[src/hw/rtl/cfa_pkg.sv]
package cfa_pkg;

    localparam int MAX_FRAMES = 16384;
    localparam int FPW        = 32;
    localparam int WORDS      = MAX_FRAMES / FPW;
    localparam int FRAME_W    = $clog2(MAX_FRAMES);
    localparam int CNT_W      = FRAME_W + 1;
    localparam int WADDR_W    = $clog2(WORDS);
    localparam int LANE_W     = $clog2(FPW);
    localparam int WORD_W     = 2 * FPW;
    localparam int ABS_W      = 20;
    localparam int SIZE_W     = 15;
    localparam int CFG_W      = 20;

    localparam logic [1:0] FS_FREE = 2'b00;
    localparam logic [1:0] FS_USED = 2'b01;
    localparam logic [1:0] FS_HEAD = 2'b11;

    localparam logic [1:0] OP_ALLOC   = 2'd0;
    localparam logic [1:0] OP_RELEASE = 2'd1;
    localparam logic [1:0] OP_MARK    = 2'd2;

    localparam logic [2:0] ST_OK        = 3'd0;
    localparam logic [2:0] ST_NO_RUN    = 3'd1;
    localparam logic [2:0] ST_TOO_FEW   = 3'd2;
    localparam logic [2:0] ST_BAD_COUNT = 3'd3;
    localparam logic [2:0] ST_OUTSIDE   = 3'd4;
    localparam logic [2:0] ST_NOT_HEAD  = 3'd5;

    localparam logic CFG_POOL_BASE = 1'b0;
    localparam logic CFG_POOL_SIZE = 1'b1;

    typedef struct packed {
        logic [1:0]        operation;
        logic [ABS_W-1:0]  frame_no;
        logic [SIZE_W-1:0] count;
    } t_req;

    typedef struct packed {
        logic [2:0]        status;
        logic [ABS_W-1:0]  result_frame;
        logic [SIZE_W-1:0] free_frames;
    } t_rsp;

    typedef enum logic [2:0] {
        S_CLEAR,
        S_IDLE,
        S_SCAN,
        S_CHECK,
        S_CLAIM,
        S_RELEASE,
        S_DONE
    } t_state;

    typedef enum logic [1:0] {
        WM_SCAN,
        WM_CHECK,
        WM_CLAIM,
        WM_RELEASE
    } t_wmode;

    typedef struct packed {
        t_wmode             mode;
        logic               first;
        logic [WADDR_W-1:0] cur;
        logic [FRAME_W-1:0] lo;
        logic [FRAME_W-1:0] hi;
        logic [CNT_W-1:0]   cnt;
        logic [CNT_W-1:0]   size;
        logic [CNT_W-1:0]   run;
    } t_wctl;

    typedef struct packed {
        logic              hit;
        logic [LANE_W-1:0] hit_lane;
        logic [CNT_W-1:0]  run_out;
        logic              busy_any;
        logic              head_ok;
        logic              stop_found;
        logic [LANE_W:0]   n_cleared;
        logic [WORD_W-1:0] wdata;
    } t_wres;

endpackage

[src/hw/rtl/cfa_word.sv]
module cfa_word (
    input  cfa_pkg::t_wctl             i_ctl,
    input  logic [cfa_pkg::WORD_W-1:0] i_rdata,
    output cfa_pkg::t_wres             o_res
);
    import cfa_pkg::*;

    logic [FPW-1:0] in_pool;
    logic [FPW-1:0] free_v;
    logic [FPW-1:0] ge_lo;
    logic [FPW-1:0] gt_lo;
    logic [FPW-1:0] le_hi;
    logic [FPW-1:0] eq_lo;
    logic [LANE_W:0] stop_pos;
    logic [LANE_W-1:0] start_lane;

    always_comb begin
        logic [FRAME_W-1:0] g;
        for (int j = 0; j < FPW; j++) begin
            g = {i_ctl.cur, LANE_W'(j)};
            in_pool[j] = CNT_W'(g) < i_ctl.size;
            free_v[j]  = in_pool[j] && (i_rdata[2*j +: 2] == FS_FREE);
            ge_lo[j]   = g >= i_ctl.lo;
            gt_lo[j]   = g > i_ctl.lo;
            le_hi[j]   = g <= i_ctl.hi;
            eq_lo[j]   = g == i_ctl.lo;
        end
    end

    always_comb begin
        logic [CNT_W:0]    run_j;
        logic [CNT_W:0]    run_last;
        logic              seen;
        logic [LANE_W-1:0] p;
        o_res.hit      = 1'b0;
        o_res.hit_lane = '0;
        run_last       = '0;
        for (int j = 0; j < FPW; j++) begin
            seen = 1'b0;
            p    = '0;
            for (int k = 0; k < FPW; k++) begin
                if (k <= j && !free_v[k]) begin
                    seen = 1'b1;
                    p    = LANE_W'(k);
                end
            end
            if (seen) begin
                run_j = (CNT_W+1)'(j) - (CNT_W+1)'(p);
            end else begin
                run_j = {1'b0, i_ctl.run} + (CNT_W+1)'(j + 1);
            end
            if (!o_res.hit && run_j >= {1'b0, i_ctl.cnt}) begin
                o_res.hit      = 1'b1;
                o_res.hit_lane = LANE_W'(j);
            end
            if (j == FPW - 1) begin
                run_last = run_j;
            end
        end
        o_res.run_out = run_last[CNT_W-1:0];
    end

    always_comb begin
        o_res.busy_any   = 1'b0;
        o_res.head_ok    = 1'b0;
        o_res.stop_found = 1'b0;
        stop_pos         = (LANE_W+1)'(FPW);
        for (int j = 0; j < FPW; j++) begin
            if (ge_lo[j] && le_hi[j] && i_rdata[2*j +: 2] != FS_FREE) begin
                o_res.busy_any = 1'b1;
            end
            if (LANE_W'(j) == i_ctl.lo[LANE_W-1:0]) begin
                o_res.head_ok = i_rdata[2*j +: 2] == FS_HEAD;
            end
        end
        for (int j = FPW - 1; j >= 0; j--) begin
            if (gt_lo[j] && (!in_pool[j] || i_rdata[2*j +: 2] != FS_USED)) begin
                o_res.stop_found = 1'b1;
                stop_pos         = (LANE_W+1)'(j);
            end
        end
        start_lane      = i_ctl.first ? i_ctl.lo[LANE_W-1:0] : '0;
        o_res.n_cleared = stop_pos - {1'b0, start_lane};
    end

    always_comb begin
        o_res.wdata = i_rdata;
        for (int j = 0; j < FPW; j++) begin
            case (i_ctl.mode)
                WM_CLAIM: begin
                    if (eq_lo[j]) begin
                        o_res.wdata[2*j +: 2] = FS_HEAD;
                    end else if (gt_lo[j] && le_hi[j]) begin
                        o_res.wdata[2*j +: 2] = FS_USED;
                    end
                end
                WM_RELEASE: begin
                    if (ge_lo[j] && (LANE_W+1)'(j) < stop_pos) begin
                        o_res.wdata[2*j +: 2] = FS_FREE;
                    end
                end
                default: begin
                end
            endcase
        end
    end

endmodule

[src/hw/rtl/cfa_ctrl.sv]
module cfa_ctrl (
    input  logic                        i_clk,
    input  logic                        i_rst_n,
    input  logic                        i_req_valid,
    output logic                        o_req_ready,
    input  cfa_pkg::t_req               i_req,
    output logic                        o_rsp_valid,
    input  logic                        i_rsp_ready,
    output cfa_pkg::t_rsp               o_rsp,
    input  logic [cfa_pkg::ABS_W-1:0]   i_pool_base,
    input  logic [cfa_pkg::CNT_W-1:0]   i_size,
    output logic                        o_ram_we,
    output logic [cfa_pkg::WADDR_W-1:0] o_ram_waddr,
    output logic [cfa_pkg::WORD_W-1:0]  o_ram_wdata,
    output logic [cfa_pkg::WADDR_W-1:0] o_ram_raddr,
    input  logic [cfa_pkg::WORD_W-1:0]  i_ram_rdata
);
    import cfa_pkg::*;

    t_state             r_state, n_state;
    logic [WADDR_W-1:0] r_cur, n_cur;
    logic [WADDR_W-1:0] r_last, n_last;
    logic [FRAME_W-1:0] r_lo, n_lo;
    logic [FRAME_W-1:0] r_hi, n_hi;
    logic [CNT_W-1:0]   r_cnt, n_cnt;
    logic [CNT_W-1:0]   r_run, n_run;
    logic [CNT_W-1:0]   r_freed, n_freed;
    logic [CNT_W-1:0]   r_taken, n_taken;
    logic               r_first, n_first;
    logic [2:0]         r_status, n_status;
    logic [ABS_W-1:0]   r_result, n_result;
    logic               r_rsp_valid, n_rsp_valid;
    t_rsp               r_rsp, n_rsp;

    t_wctl wctl;
    t_wres wres;

    logic               accept;
    logic [ABS_W:0]     diff;
    logic               below;
    logic [CNT_W-1:0]   req_cnt;
    logic [CNT_W-1:0]   free_left;
    logic               rel_outside;
    logic               mark_outside;
    logic [FRAME_W-1:0] rel;
    logic [FRAME_W-1:0] end_f;
    logic [FRAME_W-1:0] start_f;
    logic [CNT_W-1:0]   freed_sum;
    logic               head_bad;
    logic               walk_end;
    logic               rsp_load;

    cfa_word u_word (
        .i_ctl   (wctl),
        .i_rdata (i_ram_rdata),
        .o_res   (wres)
    );

    assign accept       = i_req_valid && o_req_ready;
    assign diff         = {1'b0, i_req.frame_no} - {1'b0, i_pool_base};
    assign below        = diff[ABS_W];
    assign req_cnt      = CNT_W'(i_req.count);
    assign free_left    = (i_size > r_taken) ? i_size - r_taken : '0;
    assign rel_outside  = below || (diff[ABS_W-1:0] >= ABS_W'(i_size));
    assign mark_outside = below ||
                          ({1'b0, diff[ABS_W-1:0]} + (ABS_W+1)'(req_cnt) >
                           (ABS_W+1)'(i_size));
    assign rel          = diff[FRAME_W-1:0];
    assign end_f        = {r_cur, wres.hit_lane};
    assign start_f      = end_f - FRAME_W'(r_cnt - 1'b1);
    assign freed_sum    = r_freed + CNT_W'(wres.n_cleared);
    assign head_bad     = r_first && !wres.head_ok;
    assign walk_end     = wres.stop_found || (r_cur == WADDR_W'(WORDS - 1));
    assign rsp_load     = (r_state == S_DONE) && (!r_rsp_valid || i_rsp_ready);

    always_comb begin
        n_state = r_state;
        unique case (r_state)
            S_CLEAR: begin
                if (r_cur == WADDR_W'(WORDS - 1)) begin
                    n_state = S_IDLE;
                end
            end
            S_IDLE: begin
                if (accept) begin
                    n_state = S_DONE;
                    case (i_req.operation)
                        OP_ALLOC: begin
                            if (req_cnt != '0 && req_cnt <= i_size && req_cnt <= free_left) begin
                                n_state = S_SCAN;
                            end
                        end
                        OP_RELEASE: begin
                            if (!rel_outside) begin
                                n_state = S_RELEASE;
                            end
                        end
                        OP_MARK: begin
                            if (req_cnt != '0 && !mark_outside) begin
                                n_state = S_CHECK;
                            end
                        end
                        default: begin
                        end
                    endcase
                end
            end
            S_SCAN: begin
                if (wres.hit) begin
                    n_state = S_CLAIM;
                end else if (r_cur == r_last) begin
                    n_state = S_DONE;
                end
            end
            S_CHECK: begin
                if (wres.busy_any) begin
                    n_state = S_DONE;
                end else if (r_cur == r_last) begin
                    n_state = S_CLAIM;
                end
            end
            S_CLAIM: begin
                if (r_cur == r_last) begin
                    n_state = S_DONE;
                end
            end
            S_RELEASE: begin
                if (head_bad || walk_end) begin
                    n_state = S_DONE;
                end
            end
            S_DONE: begin
                if (rsp_load) begin
                    n_state = S_IDLE;
                end
            end
            default: begin
                n_state = S_IDLE;
            end
        endcase
    end

    always_comb begin
        n_cur       = r_cur;
        n_last      = r_last;
        n_lo        = r_lo;
        n_hi        = r_hi;
        n_cnt       = r_cnt;
        n_run       = r_run;
        n_freed     = r_freed;
        n_taken     = r_taken;
        n_first     = r_first;
        n_status    = r_status;
        n_result    = r_result;
        n_rsp_valid = r_rsp_valid;
        n_rsp       = r_rsp;
        if (r_rsp_valid && i_rsp_ready) begin
            n_rsp_valid = 1'b0;
        end
        case (r_state)
            S_CLEAR: begin
                n_cur = r_cur + 1'b1;
            end
            S_IDLE: begin
                if (accept) begin
                    n_status = ST_OK;
                    n_result = '0;
                    n_cnt    = req_cnt;
                    n_run    = '0;
                    n_freed  = '0;
                    n_first  = 1'b1;
                    case (i_req.operation)
                        OP_ALLOC: begin
                            n_cur  = '0;
                            n_last = WADDR_W'((i_size - 1'b1) >> LANE_W);
                            if (req_cnt == '0 || req_cnt > i_size) begin
                                n_status = ST_BAD_COUNT;
                            end else if (req_cnt > free_left) begin
                                n_status = ST_TOO_FEW;
                            end
                        end
                        OP_RELEASE: begin
                            n_lo  = rel;
                            n_cur = rel[FRAME_W-1:LANE_W];
                            if (rel_outside) begin
                                n_status = ST_OUTSIDE;
                            end
                        end
                        OP_MARK: begin
                            n_lo     = rel;
                            n_hi     = rel + FRAME_W'(req_cnt - 1'b1);
                            n_cur    = rel[FRAME_W-1:LANE_W];
                            n_last   = n_hi[FRAME_W-1:LANE_W];
                            n_result = i_req.frame_no;
                            if (req_cnt == '0) begin
                                n_status = ST_BAD_COUNT;
                                n_result = '0;
                            end else if (mark_outside) begin
                                n_status = ST_OUTSIDE;
                                n_result = '0;
                            end
                        end
                        default: begin
                            n_status = ST_BAD_COUNT;
                        end
                    endcase
                end
            end
            S_SCAN: begin
                if (wres.hit) begin
                    n_lo     = start_f;
                    n_hi     = end_f;
                    n_cur    = start_f[FRAME_W-1:LANE_W];
                    n_last   = r_cur;
                    n_result = i_pool_base + ABS_W'(start_f);
                end else if (r_cur == r_last) begin
                    n_status = ST_NO_RUN;
                end else begin
                    n_cur = r_cur + 1'b1;
                    n_run = wres.run_out;
                end
            end
            S_CHECK: begin
                if (wres.busy_any) begin
                    n_status = ST_NO_RUN;
                    n_result = '0;
                end else if (r_cur == r_last) begin
                    n_cur = r_lo[FRAME_W-1:LANE_W];
                end else begin
                    n_cur = r_cur + 1'b1;
                end
            end
            S_CLAIM: begin
                if (r_cur == r_last) begin
                    n_taken = r_taken + r_cnt;
                end else begin
                    n_cur = r_cur + 1'b1;
                end
            end
            S_RELEASE: begin
                if (head_bad) begin
                    n_status = ST_NOT_HEAD;
                end else if (walk_end) begin
                    n_taken = (r_taken > freed_sum) ? r_taken - freed_sum : '0;
                end else begin
                    n_freed = freed_sum;
                    n_cur   = r_cur + 1'b1;
                    n_first = 1'b0;
                end
            end
            S_DONE: begin
                if (rsp_load) begin
                    n_rsp_valid        = 1'b1;
                    n_rsp.status       = r_status;
                    n_rsp.result_frame = r_result;
                    n_rsp.free_frames  = SIZE_W'(free_left);
                end
            end
            default: begin
            end
        endcase
    end

    always_comb begin
        wctl.first = r_first;
        wctl.cur   = r_cur;
        wctl.lo    = r_lo;
        wctl.hi    = r_hi;
        wctl.cnt   = r_cnt;
        wctl.size  = i_size;
        wctl.run   = r_run;
        unique case (r_state)
            S_CHECK:   wctl.mode = WM_CHECK;
            S_CLAIM:   wctl.mode = WM_CLAIM;
            S_RELEASE: wctl.mode = WM_RELEASE;
            default:   wctl.mode = WM_SCAN;
        endcase
        o_req_ready = r_state == S_IDLE;
        o_ram_we    = (r_state == S_CLEAR) || (r_state == S_CLAIM) ||
                      ((r_state == S_RELEASE) && !head_bad);
        o_ram_waddr = r_cur;
        o_ram_wdata = (r_state == S_CLEAR) ? '0 : wres.wdata;
        o_ram_raddr = n_cur;
        o_rsp_valid = r_rsp_valid;
        o_rsp       = r_rsp;
    end

    always_ff @(posedge i_clk) begin
        if (!i_rst_n) begin
            r_state     <= S_CLEAR;
            r_cur       <= '0;
            r_taken     <= '0;
            r_rsp_valid <= 1'b0;
        end else begin
            r_state     <= n_state;
            r_cur       <= n_cur;
            r_taken     <= n_taken;
            r_rsp_valid <= n_rsp_valid;
        end
    end

    always_ff @(posedge i_clk) begin
        r_last   <= n_last;
        r_lo     <= n_lo;
        r_hi     <= n_hi;
        r_cnt    <= n_cnt;
        r_run    <= n_run;
        r_freed  <= n_freed;
        r_first  <= n_first;
        r_status <= n_status;
        r_result <= n_result;
        r_rsp    <= n_rsp;
    end

endmodule

[config.mk]
export PLATFORM = sky130hd
export DESIGN_NAME = cfa_ctrl
export DESIGN_NICKNAME = d
export VERILOG_FILES = /design/src/hw/rtl/cfa_pkg.sv /design/src/hw/rtl/cfa_word.sv /design/src/hw/rtl/cfa_ctrl.sv
export SDC_FILE = /design/constraint.sdc
export NUM_CORES = 2
export LEC_CHECK = 0
export ABC_AREA = 1
export ABC_CLOCK_PERIOD_IN_PS = 32000
export BUFFER_PORTS_ARGS = -buffer_cell sky130_fd_sc_hd__buf_2
export CORE_ASPECT_RATIO = 1.5
export CORE_MARGIN = 2
export CORE_UTILIZATION = 25
export CTS_BUF_LIST = sky130_fd_sc_hd__clkbuf_16
export DETAILED_ROUTE_END_ITERATION = 8
export GPL_ROUTABILITY_DRIVEN = 0
export HOLD_SLACK_MARGIN = 0.08
export PLACE_DENSITY_LB_ADDON = 0.08
export SETUP_SLACK_MARGIN = 0.1
export SLEW_MARGIN = 20
export SYNTH_ARGS = -nofsm -noshare
export SYNTH_HDL_FRONTEND = slang
export SYNTH_SLANG_ARGS = --single-unit
[constraint.sdc]
create_clock -name i_clk -period 32 [get_ports i_clk]
set_input_delay 4.8 -clock i_clk [delete_from_list [all_inputs] [get_ports i_clk]]
set_output_delay 4.8 -clock i_clk [all_outputs]
set_load 0.01 [all_outputs]
==> results.py <==
metrics = {
    "global_route": {
        "grt.total_usage_pct": 29.26,
        "grt-ovfl-total": 0,
        "grt_pass1_wl_microns": 365900,
        "antenna_found_initial": 19,
        "grt_pass1_vias": 48302,
        "grt_start_max_net_pins": 62,
    },
    "worst_setup_path": {
        "cp_max_fo": 32,
        "rr_worst_depth": 68,
        "end_kind": "output port",
        "worstReg2RegStart": "o_ram_waddr[1]",
        "cpMostUsedCell": "nand2_1",
        "arrival_ps": 16650,
        "startpoint_type": "primary input",
        "timing.critical_path.from": "i_size[6]",
        "r2r-end": "r_result[19]",
        "reg2reg_slack_ps": 18120,
        "critPathSlowestCell": "nor2_1",
        "crit_required_ps": 27200,
        "worstSetupPathType": "in -> out",
        "slowest_delay_ps": 610,
    },
    "cts": {
        "clk_latency_ps": 570,
        "clock_path_buffers": 3,
        "postCtsResizedCells": 0,
        "cts_hold_buf": 0,
        "cts-htree-levels": 4,
        "clk_pin_slew_ps": 70,
        "cts_root_buf": "clkbuf_16",
        "cts.sinks": 172,
        "post_cts_buffers": 0,
        "cts_buffers": 25,
        "cts_tree": "built",
    },
    "worst_hold_path": {
        "whs_endpoint": "o_rsp[36]",
        "worstHoldStart": "r_status[1]",
        "hp-class": "reg -> reg",
        "min_path_cells": 0,
    },
    "logic_synthesis": {
        "yosys.area.top_type_share_pct": 22.44,
        "synth_top_area_cell": "ha_1",
        "seq_area_frac_synth_pct": 11.29,
        "yosys_warnings": 0,
        "synth_cell_types": 83,
        "syn_area_sq_mm": 0.04327,
        "synth_ff_type": "edfxtp_1",
        "synth_edf_count": 144,
        "postSynthAreaPerCell_sq_um": 6.363,
        "synthArstFlopShare_pct": 0,
        "synth-seq-cells": 172,
        "synth_nets": 7726,
        "netlist_instances": 6800,
        "synth_area_leaders": "ha_1 22%, nand2_1 10%, edfxtp_1 10%, inv_1 8.5%, nor2_1 8.0%",
    },
    "detailed_routing": {
        "routedWlPerCell_microns": 28.39,
        "finalWirelength_microns": 264700,
        "drt_pre_antenna_iters": 6,
        "drc": 0,
        "vias": 49514,
        "ant_nets": 0,
        "via_per_inst": 5.310,
        "drtIter0Drc": 3997,
    },
    "sta": {
        "finClkSkew_ps": 42.72,
        "min_period_ps": 21450,
        "rsz0062_at_grt": "no",
        "tightest_slew_ps": 1183,
        "hold_viol": 0,
        "max_slew_margin_pct": 20.39,
        "setup-violations-final": 0,
        "fin_tns_setup_ps": 0,
        "fmax_mhz": 46.63,
        "slew_violations": 0,
        "timing.final.crit_share_pct": 67.02,
    },
    "job": {
        "drv_cap": 0,
    },
    "floorplanning": {
        "num_rows": 187,
        "num_io_pins": 263,
        "die_area_sq_mm": 0.1765,
        "die_width_microns": 343.7,
        "dieHeight_microns": 513.5,
        "core_region_area_sq_mm": 0.1724,
        "start_util_pct": 25.09,
    },
    "pwr": {
        "p_leak_nw": 25.83,
        "max-vdd-ir-drop_uv": 36.70,
        "power.density_mw_per_mm2": 17.55,
    },
    "finish": {
        "fin_cells": 9325,
        "drive_above_1_share_pct": 9.508,
        "final_common_cell": "nand2_1",
        "nFillCells": 19521,
        "nets": 7967,
        "final_cell_mix": "1152 x nand2_1, 968 x inv_1, 911 x nor2_1",
        "area_delta_synth_final_pct": 12.13,
    },
    "outcome": {
        "status": "completed",
    },
    "placement": {
        "port_buffers": 262,
        "dpl.hpwl_microns": 213500,
        "dpl.cell_count": 9280,
    },
}
[metrics by stage]
stage	util, %	instance area (sq um)	total power [W]	hold slack [ps]	worst slack (ps)
finish	28.14	48520	0.0008516	423.5	10550
global route	28.13	48500	0.0009038	431.0	9436
CTS	28.10	48450	0.0008576	422.9	10580
detailed placement	27.71	47790	0.0005997	406.1	10630
global placement	27.70	47760	0.0005997	405.7	10680
floorplan	-	43270	0.0004758	400.3	13700
[sequential cells by signal, indices dropped and copies added, names as in the netlist]
| name | count |
|---|---|
| o_ram_waddr | 9 |
| o_rsp | 38 |
| o_rsp_valid | 1 |
| r_cnt | 15 |
| r_first | 1 |
| r_freed | 15 |
| r_hi | 14 |
| r_last | 9 |
| r_lo | 14 |
| r_result | 20 |
| r_run | 15 |
| r_state | 3 |
| r_status | 3 |
| r_taken | 15 |
[Yosys cell counts (9+ instances only)]
cell,number
nand2_1,1154
inv_1,976
nor2_1,917
ha_1,776
a21oi_1,599
o21ai_0,425
xor2_1,311
nand3_1,270
nor3_1,159
clkbuf_1,157
edfxtp_1,144
nand4_1,77
a31oi_1,70
o21bai_1,60
a211oi_1,58
o31ai_1,50
inv_2,37
a21o_1,32
nor2_2,32
dfxtp_1,28
nand2_2,28
nor4_1,27
o22ai_1,27
xnor2_1,27
o211ai_1,26
o21a_1,21
or2_2,20
buf_1,19
a21boi_0,18
nor2_4,18
a2111oi_0,15
nand3b_1,14
o221ai_1,14
clkinv_1,12
o41ai_1,12
fa_1,10
a21oi_2,9
o21ai_1,9
[report_power, final]
group	internal [W]	switching [W]	total [W]
Sequential	0.000247	0.00000127	0.000248
Combinational	0.000117	0.000233	0.000350
Clock	0.000140	0.000114	0.000253
[kinds of logic after synthesis]
family / count (synthesis) / synth area share (%)
buffers and inverters: 1224 / 10.85
adder cells (fa/ha/maj): 786 / 22.90
flip-flops: 172 / 11.29
AO/OA/AOI/OAI: 1514 / 20.45
XOR/XNOR: 338 / 6.841
multiplexers: 2 / 0.04627
AND/OR/NAND/NOR: 2764 / 27.62
[area by class of cell]
cell class                 count  area [sq um]  area share [%]
inverter                    1028          3871           7.978
tap                         2268          2838           5.848
multi-input combinational   5404         33820           69.69
clock inverter                 8         37.54         0.07736
timing repair buffer         410          2424           4.995
clock buffer                  25         625.6           1.289
sequential                   172          4885           10.07
antenna                       10         25.02         0.05157
[per-layer routing]
| metal | vias to the layer above | share of wire, % | wire, microns | track usage (%) |
|---|---|---|---|---|
| met2 | 2065 | 50 | 131200 | 52.49 |
| met1 | 23347 | 35 | 93280 | 30.28 |
| met5 | - | 0.023 | 61 | 0 |
| li1 | 23337 | - | - | - |
| met4 | 10 | 9.9 | 26280 | 23.70 |
| met3 | 755 | 5.2 | 13890 | 3.753 |
[worst max-delay path, delay by kind of cell]
kind / cells / cell delay (ps)
AOI/OAI and AO/OA: 20 / 3750
xor gates and xnor gates: 1 / 250
adders and majority gates: 5 / 1520
buffers and inverters: 9 / 1290
and+or+nand+nor: 32 / 4980
[worst max-delay path by stage]
stage,endpoint,slack [ps],cells after the start
6_report,o_ram_raddr[8],10550,67
5_1_grt,o_ram_raddr[8],9440,68
4_1_cts,o_ram_raddr[8],10580,67
3_5_place_dp,o_ram_raddr[8],10630,68
3_3_place_gp,o_ram_raddr[8],10680,68
2_1_floorplan,o_ram_raddr[8],13700,74
No activity file was read; power rests on OpenSTA's default activity.
